--- config.mk ---
export PLATFORM = sky130hd
export DESIGN_NAME = pycc_back
export DESIGN_NICKNAME = d
export VERILOG_FILES = /design/src/rtl/pycc_pkg.sv /design/src/rtl/pycc_back.sv
export SDC_FILE = /design/constraint.sdc
export NUM_CORES = 1
export LEC_CHECK = 0
export CAP_MARGIN = 20
export CORE_MARGIN = 2
export CORE_UTILIZATION = 50
export DETAILED_ROUTE_END_ITERATION = 6
export DONT_BUFFER_PORTS = 1
export GPL_TIMING_DRIVEN = 0
export HOLD_SLACK_MARGIN = 0.15
export PLACE_DENSITY_LB_ADDON = 0.12
export SYNTH_ARGS = -nofsm -noshare
export SYNTH_HDL_FRONTEND = slang
export SYNTH_SLANG_ARGS = --single-unit
--- constraint.sdc ---
create_clock -name clk -period 9.75 [get_ports clk]
set_clock_uncertainty 0.1 [all_clocks]
set_input_delay 0.975 -clock clk [delete_from_list [all_inputs] [get_ports clk]]
set_output_delay 0.975 -clock clk [all_outputs]
set_load 0.1 [all_outputs]
--- src/rtl/pycc_pkg.sv ---
// Package for the pixel to YCoCg-with-alpha converter.
// Holds payload structs, format and register codes, and unpack masks.
// No dependencies.
package pycc_pkg;

	localparam int unsigned PALETTE_ENTRIES_DEF = 256;
	localparam int unsigned PALETTE_WIDTH       = 24;
	localparam int unsigned QUEUE_DEPTH         = 4;

	localparam logic [3:0] FMT_BGRX32   = 4'd0;
	localparam logic [3:0] FMT_BGRA32   = 4'd1;
	localparam logic [3:0] FMT_RGBX32   = 4'd2;
	localparam logic [3:0] FMT_RGBA32   = 4'd3;
	localparam logic [3:0] FMT_BGR24    = 4'd4;
	localparam logic [3:0] FMT_RGB24    = 4'd5;
	localparam logic [3:0] FMT_BGR16    = 4'd6;
	localparam logic [3:0] FMT_RGB16    = 4'd7;
	localparam logic [3:0] FMT_PALETTE8 = 4'd8;

	localparam logic REG_PIXEL_FORMAT     = 1'b0;
	localparam logic REG_COLOR_LOSS_SHIFT = 1'b1;

	localparam logic KIND_CONVERT       = 1'b0;
	localparam logic KIND_PALETTE_WRITE = 1'b1;

	localparam logic [3:0] PIXEL_FORMAT_RESET     = FMT_BGRX32;
	localparam logic [2:0] COLOR_LOSS_SHIFT_RESET = 3'd3;

	localparam logic [7:0] MASK_F8 = 8'hF8;
	localparam logic [7:0] MASK_07 = 8'h07;
	localparam logic [7:0] MASK_1F = 8'h1F;
	localparam logic [7:0] MASK_E0 = 8'hE0;
	localparam logic [7:0] MASK_FF = 8'hFF;

	typedef struct packed {
		logic        kind;
		logic [31:0] pixel_bytes;
		logic [7:0]  palette_index;
		logic [23:0] palette_color;
	} in_t;

	typedef struct packed {
		logic [7:0]        luma;
		logic signed [7:0] chroma_orange;
		logic signed [7:0] chroma_green;
		logic [7:0]        alpha;
	} out_t;

	typedef struct packed {
		logic [7:0] r;
		logic [7:0] g;
		logic [7:0] b;
		logic [7:0] a;
	} rgba_t;

	typedef struct packed {
		logic  valid;
		rgba_t data;
	} push_t;

	typedef struct packed {
		logic  valid;
		rgba_t data;
	} head_t;

endpackage

--- src/rtl/pycc_back.sv ---
// Back end: computes luma and the loss-shifted chroma with saturation
// and holds the result beat in the output register.
// Depends on pycc_pkg.
module pycc_back import pycc_pkg::*; (
	input  logic       clk,
	input  logic       arst_n,
	input  head_t      head,
	output logic       pop,
	input  logic [2:0] color_loss_shift,
	output logic       out_valid,
	input  logic       out_stall,
	output out_t       out_data
);

	logic              out_valid_q;
	out_t              out_data_q;
	out_t              res;
	logic [8:0]        y_w;
	logic signed [9:0] co_w, cg_w, co_sh, cg_sh;

	assign pop = head.valid && (!out_valid_q || !out_stall);

	always_comb begin
		y_w = {3'b000, head.data.r[7:2]} + {2'b00, head.data.g[7:1]}
			+ {3'b000, head.data.b[7:2]};
		co_w = $signed({2'b00, head.data.r}) - $signed({2'b00, head.data.b});
		cg_w = $signed({2'b00, head.data.g}) - $signed({3'b000, head.data.r[7:1]})
			- $signed({3'b000, head.data.b[7:1]});
		co_sh = co_w >>> color_loss_shift;
		cg_sh = cg_w >>> color_loss_shift;

		res.luma  = (y_w > 9'd255) ? MASK_FF : y_w[7:0];
		res.alpha = head.data.a;
		if (co_sh > 10'sd127) begin
			res.chroma_orange = 8'sd127;
		end else if (co_sh < -10'sd128) begin
			res.chroma_orange = -8'sd128;
		end else begin
			res.chroma_orange = co_sh[7:0];
		end
		if (cg_sh > 10'sd127) begin
			res.chroma_green = 8'sd127;
		end else if (cg_sh < -10'sd128) begin
			res.chroma_green = -8'sd128;
		end else begin
			res.chroma_green = cg_sh[7:0];
		end
	end

	always_ff @(posedge clk or negedge arst_n) begin
		if (!arst_n) begin
			out_valid_q <= 1'b0;
		end else if (pop) begin
			out_valid_q <= 1'b1;
		end else if (!out_stall) begin
			out_valid_q <= 1'b0;
		end
	end

	always_ff @(posedge clk) begin
		if (pop) begin
			out_data_q <= res;
		end
	end

	assign out_valid = out_valid_q;
	assign out_data  = out_data_q;

endmodule

==> run metrics <==
outcome=complete, no violations; top area cells in the synthesized netlist=edfxtp_1, ha_1, fa_1, a21oi_1, o21ai_0; net switching fraction of the power=47.52%; Slew Limit Headroom=35.21%; Area Growth Syn to Fin=7.129%; H-tree lvl count=2; setup repair after global routing missed its margin=no; Worst-Margin Slew=roughly 1 ns; starting utilization of the core area=51.68%; final critical path time including I/O delays and setup=4.549 ns; P_sw=332.0 µW; ys async rst share=slightly above 3%; final setup violation count=0; count of TritonRoute iterations in the first routing pass=4; total number of vias=2819; P_int=366.6 µW; total die area=just over 7000 µm²; number of cells upsized or downsized after cts=0; Avg Inst Size Synth=9.016 µm²; share of total power in sequential cells=43.2%; number of antenna violations at the first check in global routing=0; EDFF count, synth=32; Port Buffers=0; share of post-route cells with drive strength above 1=6.434%; number of setup buffers added after CTS=0; share of the synthesized area in compound gates (AO/OA/AOI/OAI)=approximately 27%; FF-to-FF path depth=2; combinational family with the most area after synthesis=compound AO/OA/AOI/OAI gates; total global routing track utilization=between 20% and 30%; fin cells=450; RR Startpoint=out_valid; per-cell routed wire length=between 15 and 20 µm; placed instance count=442; type of element launching the critical path=input port; core utilization of the finished layout=55.37%; TritonCTS Buffers=5; VDD IR-drop max=approximately 110 µV; gate count after technology mapping=364; CP required=9.81 ns; hold violation total from the final report=0; share of cell area taken by muxes after synthesis=3.088%; clock share of power=18.6%; detailed-route wire length=about 7700 µm; number of rows created at floorplan=29; maximum clock path buffer count=2; total negative slack=0 ns; critical-path maximum fanout=5; detailed-route vias per instance=between 6 and 7; xor and xnor fraction of the mapped netlist area=5.071%; leakage power=0.001368 µW; Setup CP Type=in2reg; setup slack on the worst flop-to-flop path=between 7 and 8 ns; number of nets in the synthesized netlist=441; area share of and/or/nand/nor cells after synthesis=about an eighth; DIE WIDTH=85.02 µm; number of synthesized register bits=33; TritonCTS clock tree=done; vias in the first global route=2592; power per unit of standard cell area=198.7 nW/µm²; summed area of non-filler cells in the final layout=3516 µm²; number of DRC violations after detailed routing=0; global-route wire length before repair=12760 µm; I/O pin total=73; cts-stage hold buffer count=0; number of maximum-capacitance constraint violations=0; final period utilization=between 40% and 50%; Clk pin slew, worst setup/hold paths=0.07 ns; Mapped Area=roughly 3300 µm²; Hold Path Class=in2async; top flip-flop cell by instance count after synthesis=edfxtp_1; number of design-rule violations left by the first detailed-router iteration=185; worst hold-check slack=0.2745 ns; arrival time at the worst endpoint=4.60 ns; Clock Sinks=33; overall overflow remaining after global route=0; part of the power in combinational logic=38.1%; later-pin clock latency in the skew report=0.29 ns; proportion of netlist area held by the largest area contributor=29.28%; Chip Height=roughly 85 µm; ANT nets after route=0; cell type with the largest total area after synthesis=edfxtp_1; Routability Congestion=0.9667; Max Transition Viols Final=0; Detail Placement HPWL=6122 µm; Fmax achieved=between 0.2 and 0.25 GHz; Yosys warning count=0; Placeable Area=6350 µm²; sort of element at the end of the critical path=register; post-synthesis sequential area ratio=30.04%; cell at the root of the clock tree=clkbuf_8; post-synthesis share of cell area spent on full adders, half adders and majority gates=16.77%; final net count=449; area post-placement=around 3400 µm²; pin count of the biggest net entering global routing=28; Distinct cells, synth=57; endpoint of the worst register-to-register path=out_data[26]; diodes inserted=0
## how the worst max path moves through the flow
stage | slack [ns] | start | to
after CTS | 5.22 | head[16] | out_data[12]
after detailed placement | 4.93 | head[16] | out_data[14]
final | 5.20 | head[16] | out_data[12]
after floorplan | 3.22 | head[32] | pop
after global placement | 2.39 | head[32] | pop
after global routing | 4.81 | head[16] | out_data[8]
## power by group through the flow
stage               sequential, µW  combinational [µW]  clock [µW]
floorplan                      305                 210           0
global route                   304                 299         137
global placement               307                 255           0
finish                         302                 266         130
CTS                            303                 263         132
detailed placement             305                 262           0
## sequential cells by signal, indices dropped and copies added, names as in the netlist
signal	count
out_data	32
out_valid	1
## layout make-up
cell class	instances	area, µm²
inverters	30	112.6
flip-flops and latches	33	985.9
well taps	77	96.34
fillers	557	2834
plain buffers	19	77.57
multi-input cells	282	2117
repair buffers	1	20.02
clock buffers	6	72.57
clock inverters	2	33.78
## routing by layer
layer / up-vias / wire length, µm / global-route usage [%]
met4: 0 / 99 / 6.926
met3: 11 / 585 / 4.475
met1: 1319 / 3521 / 30.42
met2: 124 / 3521 / 35.23
met5: - / 0 / 0
li1: 1365 / - / -
## worst max-delay path: stages
cell     delay [ns]
inv_1          0.04
ha_1           0.17
inv_1          0.06
fa_1           0.40
a21oi_1        0.24
o21ai_0        0.23
o21a_1         0.22
nor2_1         0.11
xnor2_1        0.08
ha_1           0.36
o21ai_0        0.13
nor2_1         0.14
o22a_1         0.21
a21oi_1        0.08
or2_0          0.27
mux4_2         0.51
mux2_4         0.28
o21ai_2        0.10
## synth_stat cells, types with 4 or more instances
cell type  instances
inv_1             27
o21ai_1            4
a21o_1             6
a311oi_1           4
xnor2_1           12
o22ai_1            5
clkbuf_1          14
a211oi_1          12
a21oi_1           31
buf_2              4
o211ai_1           5
edfxtp_1          32
nand2b_1           8
xor2_1             7
o31ai_1            4
nor2_1            29
fa_1              10
o21a_1             6
nand2_1           21
ha_1              28
o21ai_0           30
nor2b_1            4
nor3_1             4
nand3_1            7
## placed cells by master (no fill, tap or decap), drive strengths merged, types with 5 or more instances in the layout
master	n
inv	27
xor2	7
fa	10
a311oi	5
a211oi	13
o21ai	35
nor3	5
o211ai	5
clkbuf	21
a21o	6
nand3	7
o22ai	5
nand2	21
buf	5
xnor2	12
edfxtp	32
nor2	29
nand2b	8
a21oi	33
ha	28
o21a	6
## per-stage QoR
| stage | setup WS, ns | total power, µW |
|---|---|---|
| global route | 4.810 | 739.2 |
| CTS | 5.220 | 697.6 |
| floorplan | 3.220 | 514.7 |
| finish | 5.201 | 698.7 |
| global placement | 2.386 | 561.5 |
| detailed placement | 4.931 | 567.0 |
## cells by family (layout without fill, tap and decap cells)
family	after synthesis	count (layout)
AOI/OAI and AO/OA	134	134
xor gates and xnor gates	19	19
adders and majority gates	38	38
buffers and inverters	49	58
DFF	33	33
muxes	7	7
and+or+nand+nor	84	84
(Power assumes the default switching activity.)
