## src/rtl/pycc_pkg.sv

```systemverilog
// Package for the pixel to YCoCg-with-alpha converter.
// Holds payload structs, format and register codes, and unpack masks.
// No dependencies.
package pycc_pkg;

	localparam int unsigned PALETTE_ENTRIES_DEF = 256;
	localparam int unsigned PALETTE_WIDTH       = 24;
	localparam int unsigned QUEUE_DEPTH         = 4;

	localparam logic [3:0] FMT_BGRX32   = 4'd0;
	localparam logic [3:0] FMT_BGRA32   = 4'd1;
	localparam logic [3:0] FMT_RGBX32   = 4'd2;
	localparam logic [3:0] FMT_RGBA32   = 4'd3;
	localparam logic [3:0] FMT_BGR24    = 4'd4;
	localparam logic [3:0] FMT_RGB24    = 4'd5;
	localparam logic [3:0] FMT_BGR16    = 4'd6;
	localparam logic [3:0] FMT_RGB16    = 4'd7;
	localparam logic [3:0] FMT_PALETTE8 = 4'd8;

	localparam logic REG_PIXEL_FORMAT     = 1'b0;
	localparam logic REG_COLOR_LOSS_SHIFT = 1'b1;

	localparam logic KIND_CONVERT       = 1'b0;
	localparam logic KIND_PALETTE_WRITE = 1'b1;

	localparam logic [3:0] PIXEL_FORMAT_RESET     = FMT_BGRX32;
	localparam logic [2:0] COLOR_LOSS_SHIFT_RESET = 3'd3;

	localparam logic [7:0] MASK_F8 = 8'hF8;
	localparam logic [7:0] MASK_07 = 8'h07;
	localparam logic [7:0] MASK_1F = 8'h1F;
	localparam logic [7:0] MASK_E0 = 8'hE0;
	localparam logic [7:0] MASK_FF = 8'hFF;

	typedef struct packed {
		logic        kind;
		logic [31:0] pixel_bytes;
		logic [7:0]  palette_index;
		logic [23:0] palette_color;
	} in_t;

	typedef struct packed {
		logic [7:0]        luma;
		logic signed [7:0] chroma_orange;
		logic signed [7:0] chroma_green;
		logic [7:0]        alpha;
	} out_t;

	typedef struct packed {
		logic [7:0] r;
		logic [7:0] g;
		logic [7:0] b;
		logic [7:0] a;
	} rgba_t;

	typedef struct packed {
		logic  valid;
		rgba_t data;
	} push_t;

	typedef struct packed {
		logic  valid;
		rgba_t data;
	} head_t;

endpackage

```

## src/rtl/pycc_queue.sv

```systemverilog
// Short queue of unpacked pixels between the front and back ends.
// Depends on pycc_pkg.
module pycc_queue import pycc_pkg::*; (
	input  logic  clk,
	input  logic  arst_n,
	input  push_t push,
	output logic  full,
	input  logic  pop,
	output head_t head
);

	localparam int unsigned QAW = $clog2(QUEUE_DEPTH);

	rgba_t          entries_q [QUEUE_DEPTH];
	logic [QAW-1:0] wptr_q;
	logic [QAW-1:0] rptr_q;
	logic [QAW:0]   count_q;
	logic           do_pop;

	assign full   = count_q == (QAW+1)'(QUEUE_DEPTH);
	assign do_pop = pop && (count_q != '0);

	always_ff @(posedge clk or negedge arst_n) begin
		if (!arst_n) begin
			wptr_q  <= '0;
			rptr_q  <= '0;
			count_q <= '0;
		end else begin
			if (push.valid) begin
				wptr_q <= wptr_q + 1'b1;
			end
			if (do_pop) begin
				rptr_q <= rptr_q + 1'b1;
			end
			if (push.valid && !do_pop) begin
				count_q <= count_q + 1'b1;
			end else if (!push.valid && do_pop) begin
				count_q <= count_q - 1'b1;
			end
		end
	end

	always_ff @(posedge clk) begin
		if (push.valid) begin
			entries_q[wptr_q] <= push.data;
		end
	end

	assign head.valid = count_q != '0;
	assign head.data  = entries_q[rptr_q];

endmodule

```

## config.mk

```make
export PLATFORM = sky130hd
export DESIGN_NAME = pycc_queue
export DESIGN_NICKNAME = d
export VERILOG_FILES = /design/src/rtl/pycc_pkg.sv /design/src/rtl/pycc_queue.sv
export SDC_FILE = /design/constraint.sdc
export NUM_CORES = 1
export LEC_CHECK = 0
export BUFFER_PORTS_ARGS = -buffer_cell sky130_fd_sc_hd__buf_2
export CAP_MARGIN = 20
export CORE_MARGIN = 3
export CORE_UTILIZATION = 51
export DETAILED_ROUTE_END_ITERATION = 8
export PLACE_DENSITY = 0.75
export REMOVE_ABC_BUFFERS = 1
export SYNTH_ARGS = -nofsm -noshare
export SYNTH_HDL_FRONTEND = slang
export SYNTH_SLANG_ARGS = --single-unit
```

## constraint.sdc

```tcl
create_clock -name clk -period 1.9 [get_ports clk]
set_input_delay 0.38 -clock clk [delete_from_list [all_inputs] [get_ports clk]]
set_output_delay 0.38 -clock clk [all_outputs]
set_load 0.05 [all_outputs]
```

==> qor.tcl, run 1 <==
set qor(avgViaCountPerCell) 5.42
set qor(violations) {negative setup slack}
set qor(yosysTopAreaCellShare_pct) 75.9
set qor(detail_route.wl_per_cell_um) 20.5
set qor(ir_drop_uv) 945
set qor(die_area_sq_um) 11200
set qor(cts.sink_count) 135
set qor(syn_to_final_growth_pct) 30.2
set qor(power.static_leakage_nw) 2.36
set qor(final_setup_skew_ps) 5.30
set qor(synth_top_cell_by_area) {sky130_fd_sc_hd__edfxtp_1}
set qor(max_freq_ghz) 0.445
set qor(coreArea_sq_um) 9460
set qor(number_of_synthesized_flops_with_an_enable_pin) 128
set qor(die_y_um) 106
set qor(slowest_delay_ps) 560
set qor(cp.depth) 3
set qor(avgSynthCellArea_sq_um) 25.1
set qor(crit_type) {flip-flop to output port}
set qor(drc_errors) 0
set qor(grt.total_usage_pct) 18.3
set qor(worst_slew_margin_rel_pct) 80.7
set qor(grt_max_degree) 18
set qor(routed-wl-met3_um) 473
set qor(critical_path.reg2reg.startpoint) {count_q[2]}
set qor(timing_max_transition_violations_final) 0
set qor(r2r_cells) 8
set qor(wl_met2_um) 4850
set qor(timing_worst_slew_pin_value_ps) 289
set qor(yosys.cell_count.top_type) {sky130_fd_sc_hd__edfxtp_1}
set qor(port_buffers) 69
set qor(number_of_failing_hold_endpoints_at_the_final_stage) 0
set qor(grt_setup_unrepaired) {true}
set qor(finalCritPeriodShare_pct) 118
set qor(timing.critical_path.required_ps) 1520
set qor(worstPathBufferInverterCount) 2
set qor(clk-insertion-delay-late_ps) 510
set qor(hold_path_depth) 1
set qor(cts.path.max_buffers) 2
set qor(async_flop_share_pct) 5.19
set qor(layout_min_cycle_time_ps) 2250
set qor(filler_cell_count) 603
set qor(grt_pass1_wl_um) 14800
set qor(antenna_cells) 0
set qor(number_of_cts_inserted_buffers) 17
set qor(synthesis.instances) 202
set qor(syn-cell-area_sq_um) 5060
set qor(dr.first_iter.drc_count) 137
set qor(cts_root_buf) {sky130_fd_sc_hd__clkbuf_8}
set qor(critPathArrivalTime_ps) 1870
set qor(worstHoldStart) {push[23]}
set qor(grt_antenna_before_repair) 0
set qor(post_synth_main_area_contributors) {sky130_fd_sc_hd__edfxtp_1, sky130_fd_sc_hd__mux4_2, sky130_fd_sc_hd__dfrtp_1, sky130_fd_sc_hd__mux4_1, sky130_fd_sc_hd__ha_1}
set qor(htree_levels) 4
set qor(grt-ovfl-total) 0
set qor(cp-end-kind) {output port}
set qor(detailed_place.area_sq_um) 5690
set qor(synth_top_cells_by_count) {sky130_fd_sc_hd__edfxtp_1, sky130_fd_sc_hd__mux4_2, sky130_fd_sc_hd__dfrtp_1}
set qor(grt_pass1_vias) 2658
set qor(layout.nets) 348
set qor(m1WireLength_um) 3770
set qor(core.rowCount) 35
set qor(drt_first_pass_iters) 4
set qor(synthDistinctLibCells) 21
set qor(postLayoutSetupSlackWorst_ps) -347
set qor(start_util_pct) 53.5
set qor(antenna_violating_nets_post_route) 0
set qor(chipWidth_um) 106
set qor(sequential_element_share_of_the_synthesized_area_pct) 79.4
set qor(crit_path_max_fanout) 15
set qor(finalInstanceArea_sq_um) 6590
set qor(postSynthRegisterBits) 135
set qor(critical_path.cell_chain) {buf_12 -> mux4_2 -> buf_6}
set qor(routed-via-count) 2430
set qor(worst_hold_path_type) {input port to flip-flop}
set qor(dp.final_hpwl_um) 5510
set qor(tritoncts) {built}
set qor(wirelength_um) 9180
set qor(cts.reportedPaths.clkPinSlew_ps) 60
set qor(setup_slack_at_placement_ps) -106
set qor(layout-drive-gt1-share_pct) 52.4
set qor(synth-warning-count) 0
set qor(status) {finished with violations}
set qor(cp-startpoint) {rptr_q[0]}
set qor(drv_cap) 0
set qor(pwr_density_cell_nw_per_um2) 1910
set qor(yosys_most_used_dff) {sky130_fd_sc_hd__edfxtp_1}
set qor(crit_slowest_cell) {sky130_fd_sc_hd__mux4_2}
set qor(finalWeightedCongestion) 0.744
set qor(route.top_layer_used) {met4}
set qor(top_level_ports) 70
set qor(timing.critical_path.from_type) {flip-flop}
set qor(setup_viol) 33
set qor(critPathTopFamily) {multiplexers}
placed cells by master, fill, tap and decap left out:
cell and instances:
sky130_fd_sc_hd__edfxtp_1 128, sky130_fd_sc_hd__dlygate4sd3_1 1, sky130_fd_sc_hd__o21ai_0 1, sky130_fd_sc_hd__clkbuf_16 16, sky130_fd_sc_hd__buf_8 2, sky130_fd_sc_hd__ha_4 1, sky130_fd_sc_hd__or3_4 1, sky130_fd_sc_hd__clkinv_1 1
sky130_fd_sc_hd__nor2_1 1, sky130_fd_sc_hd__mux4_2 32, sky130_fd_sc_hd__inv_1 2, sky130_fd_sc_hd__nand2_1 1, sky130_fd_sc_hd__dfrtp_1 6, sky130_fd_sc_hd__fa_2 1, sky130_fd_sc_hd__dfrtp_2 1, sky130_fd_sc_hd__nand2_4 1
sky130_fd_sc_hd__xor2_1 3, sky130_fd_sc_hd__buf_6 34, sky130_fd_sc_hd__clkinvlp_4 2, sky130_fd_sc_hd__buf_12 5, sky130_fd_sc_hd__clkinv_4 3, sky130_fd_sc_hd__nand3_1 1, sky130_fd_sc_hd__bufinv_16 4, sky130_fd_sc_hd__nor3b_2 1
sky130_fd_sc_hd__inv_2 1, sky130_fd_sc_hd__clkinv_2 2, sky130_fd_sc_hd__buf_2 35, sky130_fd_sc_hd__ha_1 4, sky130_fd_sc_hd__xnor2_1 3, sky130_fd_sc_hd__buf_4 16, sky130_fd_sc_hd__clkbuf_8 1, sky130_fd_sc_hd__mux2_2 1
sky130_fd_sc_hd__and2_2 4, sky130_fd_sc_hd__inv_6 3
state kept, by name, summed over array words and instances (netlist names):
register	count
wptr_q	2
rptr_q	2
entries_q	128
count_q	3
cell families (layout without fill, tap and decap cells):
group | Yosys count | in the layout | share of synthesized area [%]
muxes | 33 | 33 | 14.8
buffers and inverters | 11 | 128 | 2.00
AOI/OAI and AO/OA | 1 | 1 | 0.0988
DFF | 135 | 135 | 79.4
and+or+nand+nor | 10 | 10 | 1.09
xor gates and xnor gates | 6 | 6 | 1.04
adders and majority gates | 6 | 6 | 1.63
power by group:
part | internal [W] | leakage [nW] | total [W] | switching (W)
registers | 0.00391 | 1.26 | 0.00410 | 0.000185
logic | 0.00214 | 0.808 | 0.00517 | 0.00303
clock network | 0.00214 | 0.297 | 0.00335 | 0.00121
per-stage QoR:
stage               TNS, ps  cells  utilization (%)  power [W]  hold WS (ps)
floorplan            -22860    194                -    0.00726          84.4
global placement          0    411             60.2    0.00844           224
detailed placement     -144    411             60.2    0.00853           233
CTS                  -11390    446             69.5     0.0127          54.8
global route         -12870    448             69.7     0.0131          62.2
finish               -10150    448             69.7     0.0126          81.4
what timing repair did:
item                                    4_1_cts  5_1_grt
setup buffers                                 2        2
gates resized for setup                      78        6
endpoints found under the hold margin         7        0
pin swaps                                     3        5
endpoints found under the setup margin       36       35
hold buffers                                  1        0
area by class of cell:
type,count,area [sq um],area share [%]
repair buffers,93,818,12.4
multi-input cells,56,965,14.6
clock inverters,15,201,3.06
inverters,3,11.3,0.171
well taps,129,161,2.45
clock buffers,17,414,6.28
flip-flops and latches,135,4020,61.0
path summary, 6_finish.rpt:
kind / end / slack (ps)
min: entries_q[3][23] / 80
min in group asynchronous: count_q[1] / 240
min reg2reg: wptr_q[0] / 570
max reg2reg: count_q[2] / 20
max in group asynchronous: rptr_q[0] / 1470
max: head[6] / -350
layer usage:
| metal | track usage [%] | vias to the layer above |
|---|---|---|
| li1 | - | 1063 |
| met1 | 23.6 | 1267 |
| met2 | 30.2 | 88 |
| met3 | 5.14 | 12 |
| met4 | 6.38 | 0 |
| met5 | 0 | - |
Note: power is estimated with default switching activity, not from simulation.
==> run 2, diff against run 1 <==
REMOVE_ABC_BUFFERS = unset   (was 1)
==> run 2 against run 1 <==
  * The flow still finishes with violations (negative setup slack)
  * Cell area decreased by 1.5%
  * Clock skew increased by 1.1 ps
  * Flip-flop and latch count is the same
  * Clock power down 11%
  * Via count shrank 4.0%
  * Critical path depth did not move
  * Global-route usage is 1.2 points lower
  * Worst hold slack improved by 1.7 ps
  * Highest routed layer unchanged
==> qor.tcl, run 2 (synthesized netlist as in run 1, its figures left out) <==
set qor(status) {finished with violations}
set qor(violations) {negative setup slack}
set qor(crit_type) {flip-flop to output port}
set qor(layout-drive-gt1-share_pct) 51.9 ;# -0.44 points
set qor(setup_slack_at_placement_ps) 1.29 ;# +107 ps
set qor(wirelength_um) 8660 ;# -5.7%
set qor(fin_setup_tns_ps) -9380 ;# +772 ps
set qor(drt_first_pass_iters) 4 ;# unchanged
set qor(switching_share_pct) 35.5 ;# +0.44 points
set qor(syn_to_final_growth_pct) 28.2
set qor(largest_register_ff_count) 128 ;# unchanged
set qor(grt_max_degree) 26 ;# +8
set qor(start_util_pct) 53.5 ;# unchanged
set qor(cts.sink_count) 135 ;# unchanged
set qor(critPathArrivalTime_ps) 1860 ;# about the same
set qor(timing_worst_slew_pin_value_ps) 309 ;# +19.6 ps
set qor(finalWeightedCongestion) 0.704 ;# -5.3%
set qor(antenna_violating_nets_post_route) 0 ;# unchanged
set qor(clk-insertion-delay-late_ps) 510 ;# about the same
set qor(power.static_leakage_nw) 2.30 ;# -2.8%
set qor(layout.nets) 345 ;# -0.86%
set qor(routed-via-count) 2333 ;# -4.0%
set qor(finish.utilization_pct) 68.6 ;# -1.1 points
set qor(chipWidth_um) 106 ;# unchanged
set qor(grt_pass1_vias) 2549 ;# -4.1%
set qor(share_seq_of_total_power_pct) 33.9 ;# +1.4 points
set qor(drc_errors) 0 ;# unchanged
set qor(postLayoutSetupSlackWorst_ps) -337 ;# +10.8 ps
set qor(final_setup_skew_ps) 6.41 ;# +1.11 ps
set qor(number_of_failing_hold_endpoints_at_the_final_stage) 0 ;# unchanged
set qor(htree_levels) 4 ;# unchanged
set qor(mostFrequentLayoutCell) {sky130_fd_sc_hd__edfxtp_1}
set qor(number_of_cts_inserted_buffers) 17 ;# unchanged
set qor(largest_registers) {entries_q: 128 flops, count_q: 3 flops}
set qor(drv_cap) 0 ;# unchanged
set qor(dr.first_iter.drc_count) 91 ;# -34%
set qor(setup_viol) 33 ;# unchanged
set qor(cts.path.max_buffers) 2 ;# unchanged
set qor(crit_path_max_fanout) 8 ;# -7
set qor(route.top_layer_used) {met4}
set qor(grt_setup_unrepaired) {true}
set qor(m1WireLength_um) 3590 ;# -4.5%
set qor(max_freq_ghz) 0.447 ;# +0.48%
set qor(total_power_w) 0.0121 ;# -3.8%
set qor(cp-end-kind) {output port}
set qor(dp.final_hpwl_um) 5530 ;# +0.29%
set qor(p_comb_share_pct) 41.6 ;# +0.6 points
set qor(layout_min_cycle_time_ps) 2240 ;# -10.8 ps
set qor(ir_drop_uv) 1090 ;# +15%
set qor(detailed_place.area_sq_um) 5710 ;# +0.29%
set qor(switchingPower_w) 0.00431 ;# -2.6%
set qor(timing_max_transition_violations_final) 0 ;# unchanged
set qor(tritoncts) {built}
set qor(power.share.clock_pct) 24.4 ;# -2.1 points
set qor(worst_slew_margin_rel_pct) 79.4 ;# -1.3 points
set qor(top_level_ports) 70 ;# unchanged
set qor(syn-num-nets) 244
set qor(coreArea_sq_um) 9460 ;# unchanged
set qor(grt.total_usage_pct) 17.1 ;# -1.2 points
set qor(die_y_um) 106 ;# unchanged
set qor(cts.reportedPaths.clkPinSlew_ps) 60 ;# about the same
set qor(detail_route.wl_per_cell_um) 19.5 ;# -4.6%
set qor(antenna_cells) 0 ;# unchanged
set qor(avgViaCountPerCell) 5.27 ;# -2.9%
set qor(filler_cell_count) 650 ;# +7.8%
set qor(worst_hold_path_type) {input port to flip-flop}
set qor(cts_root_buf) {sky130_fd_sc_hd__clkbuf_8}
set qor(wl_met2_um) 4520 ;# -6.7%
set qor(port_buffers) 69 ;# unchanged
set qor(most-common-layout-cells) {sky130_fd_sc_hd__edfxtp_1, sky130_fd_sc_hd__buf_2, sky130_fd_sc_hd__mux4_2}
set qor(grt_pass1_wl_um) 13900 ;# -6.0%
set qor(finalCritPeriodShare_pct) 118 ;# -0.57 points
set qor(die_area_sq_um) 11200 ;# unchanged
set qor(grt-ovfl-total) 0 ;# unchanged
set qor(timing.critical_path.from_type) {flip-flop}
set qor(timing.critical_path.required_ps) 1520 ;# about the same
set qor(max_flop_register) {entries_q}
set qor(pwr_density_cell_nw_per_um2) 1870 ;# -2.3%
set qor(intPower_w) 0.00783 ;# -4.4%
set qor(grt_antenna_before_repair) 0 ;# unchanged
set qor(core.rowCount) 35 ;# unchanged
set qor(finalInstanceArea_sq_um) 6490 ;# -1.5%
set qor(routed-wl-met3_um) 446 ;# -5.7%
## run 2: worst max-delay path, cell delays in order (launching register included)
cell and delay (ps):
sky130_fd_sc_hd__dfrtp_2 420, sky130_fd_sc_hd__buf_6 190, sky130_fd_sc_hd__mux4_2 560, sky130_fd_sc_hd__buf_8 180
## run 2: final timing paths
| check | cells past startpoint | end | from | slack, ps |
|---|---|---|---|---|
| worst max-delay path | 3 | head[3] | rptr_q[0] | -340 |
| worst min-delay path | 1 | entries_q[1][18] | push[18] | 80 |
| worst max register to register | 8 | count_q[2] | count_q[2] | 0 |
| worst min register to register | 1 | wptr_q[0] | wptr_q[0] | 550 |
| max in group asynchronous | 2 | rptr_q[0] | arst_n | 1490 |
| min in group asynchronous | 2 | count_q[1] | arst_n | 230 |
## run 2: power groups by stage
stage / combinational [W] / sequential [W] / clock (W)
2_1_floorplan: 0.00340 / 0.00410 / 0
3_3_place_gp: 0.00434 / 0.00414 / 0
3_5_place_dp: 0.00438 / 0.00418 / 0
4_1_cts: 0.00522 / 0.00412 / 0.00303
5_1_grt: 0.00533 / 0.00417 / 0.00317
6_report: 0.00505 / 0.00412 / 0.00297
## run 2: layout make-up
class	instances	area (sq um)	share of cell area (%)
Clock buffer	17	414	6.38
Timing Repair Buffer	90	783	12.1
Multi-Input combinational cell	56	965	14.9
Inverter	3	11.3	0.174
Clock inverter	13	134	2.06
Tap cell	129	161	2.49
Sequential cell	135	4020	62.0
## run 2: what timing repair did
action / 4_1_cts / 5_1_grt
endpoints found under the setup margin: 34 / 36
hold buffers: 1 / 0
endpoints found under the hold margin: 7 / 0
buffers inserted: 7 / 1
cloned: 1 / 0
resized for setup: 70 / 10
pin swaps: 6 / 5
## run 2: metal layers
metal | GRT usage [%] | vias to the layer above
met2 | 27.7 | 67
met5 | 0 | -
met4 | 6.66 | 0
met3 | 5.82 | 11
met1 | 21.5 | 1207
li1 | - | 1048
## run 2: stage by stage
stage,hold WS [ps],cells
2_1_floorplan,84.4,202
3_3_place_gp,219,407
3_5_place_dp,229,407
4_1_cts,63.4,446
5_1_grt,58.3,443
6_report,83.1,443
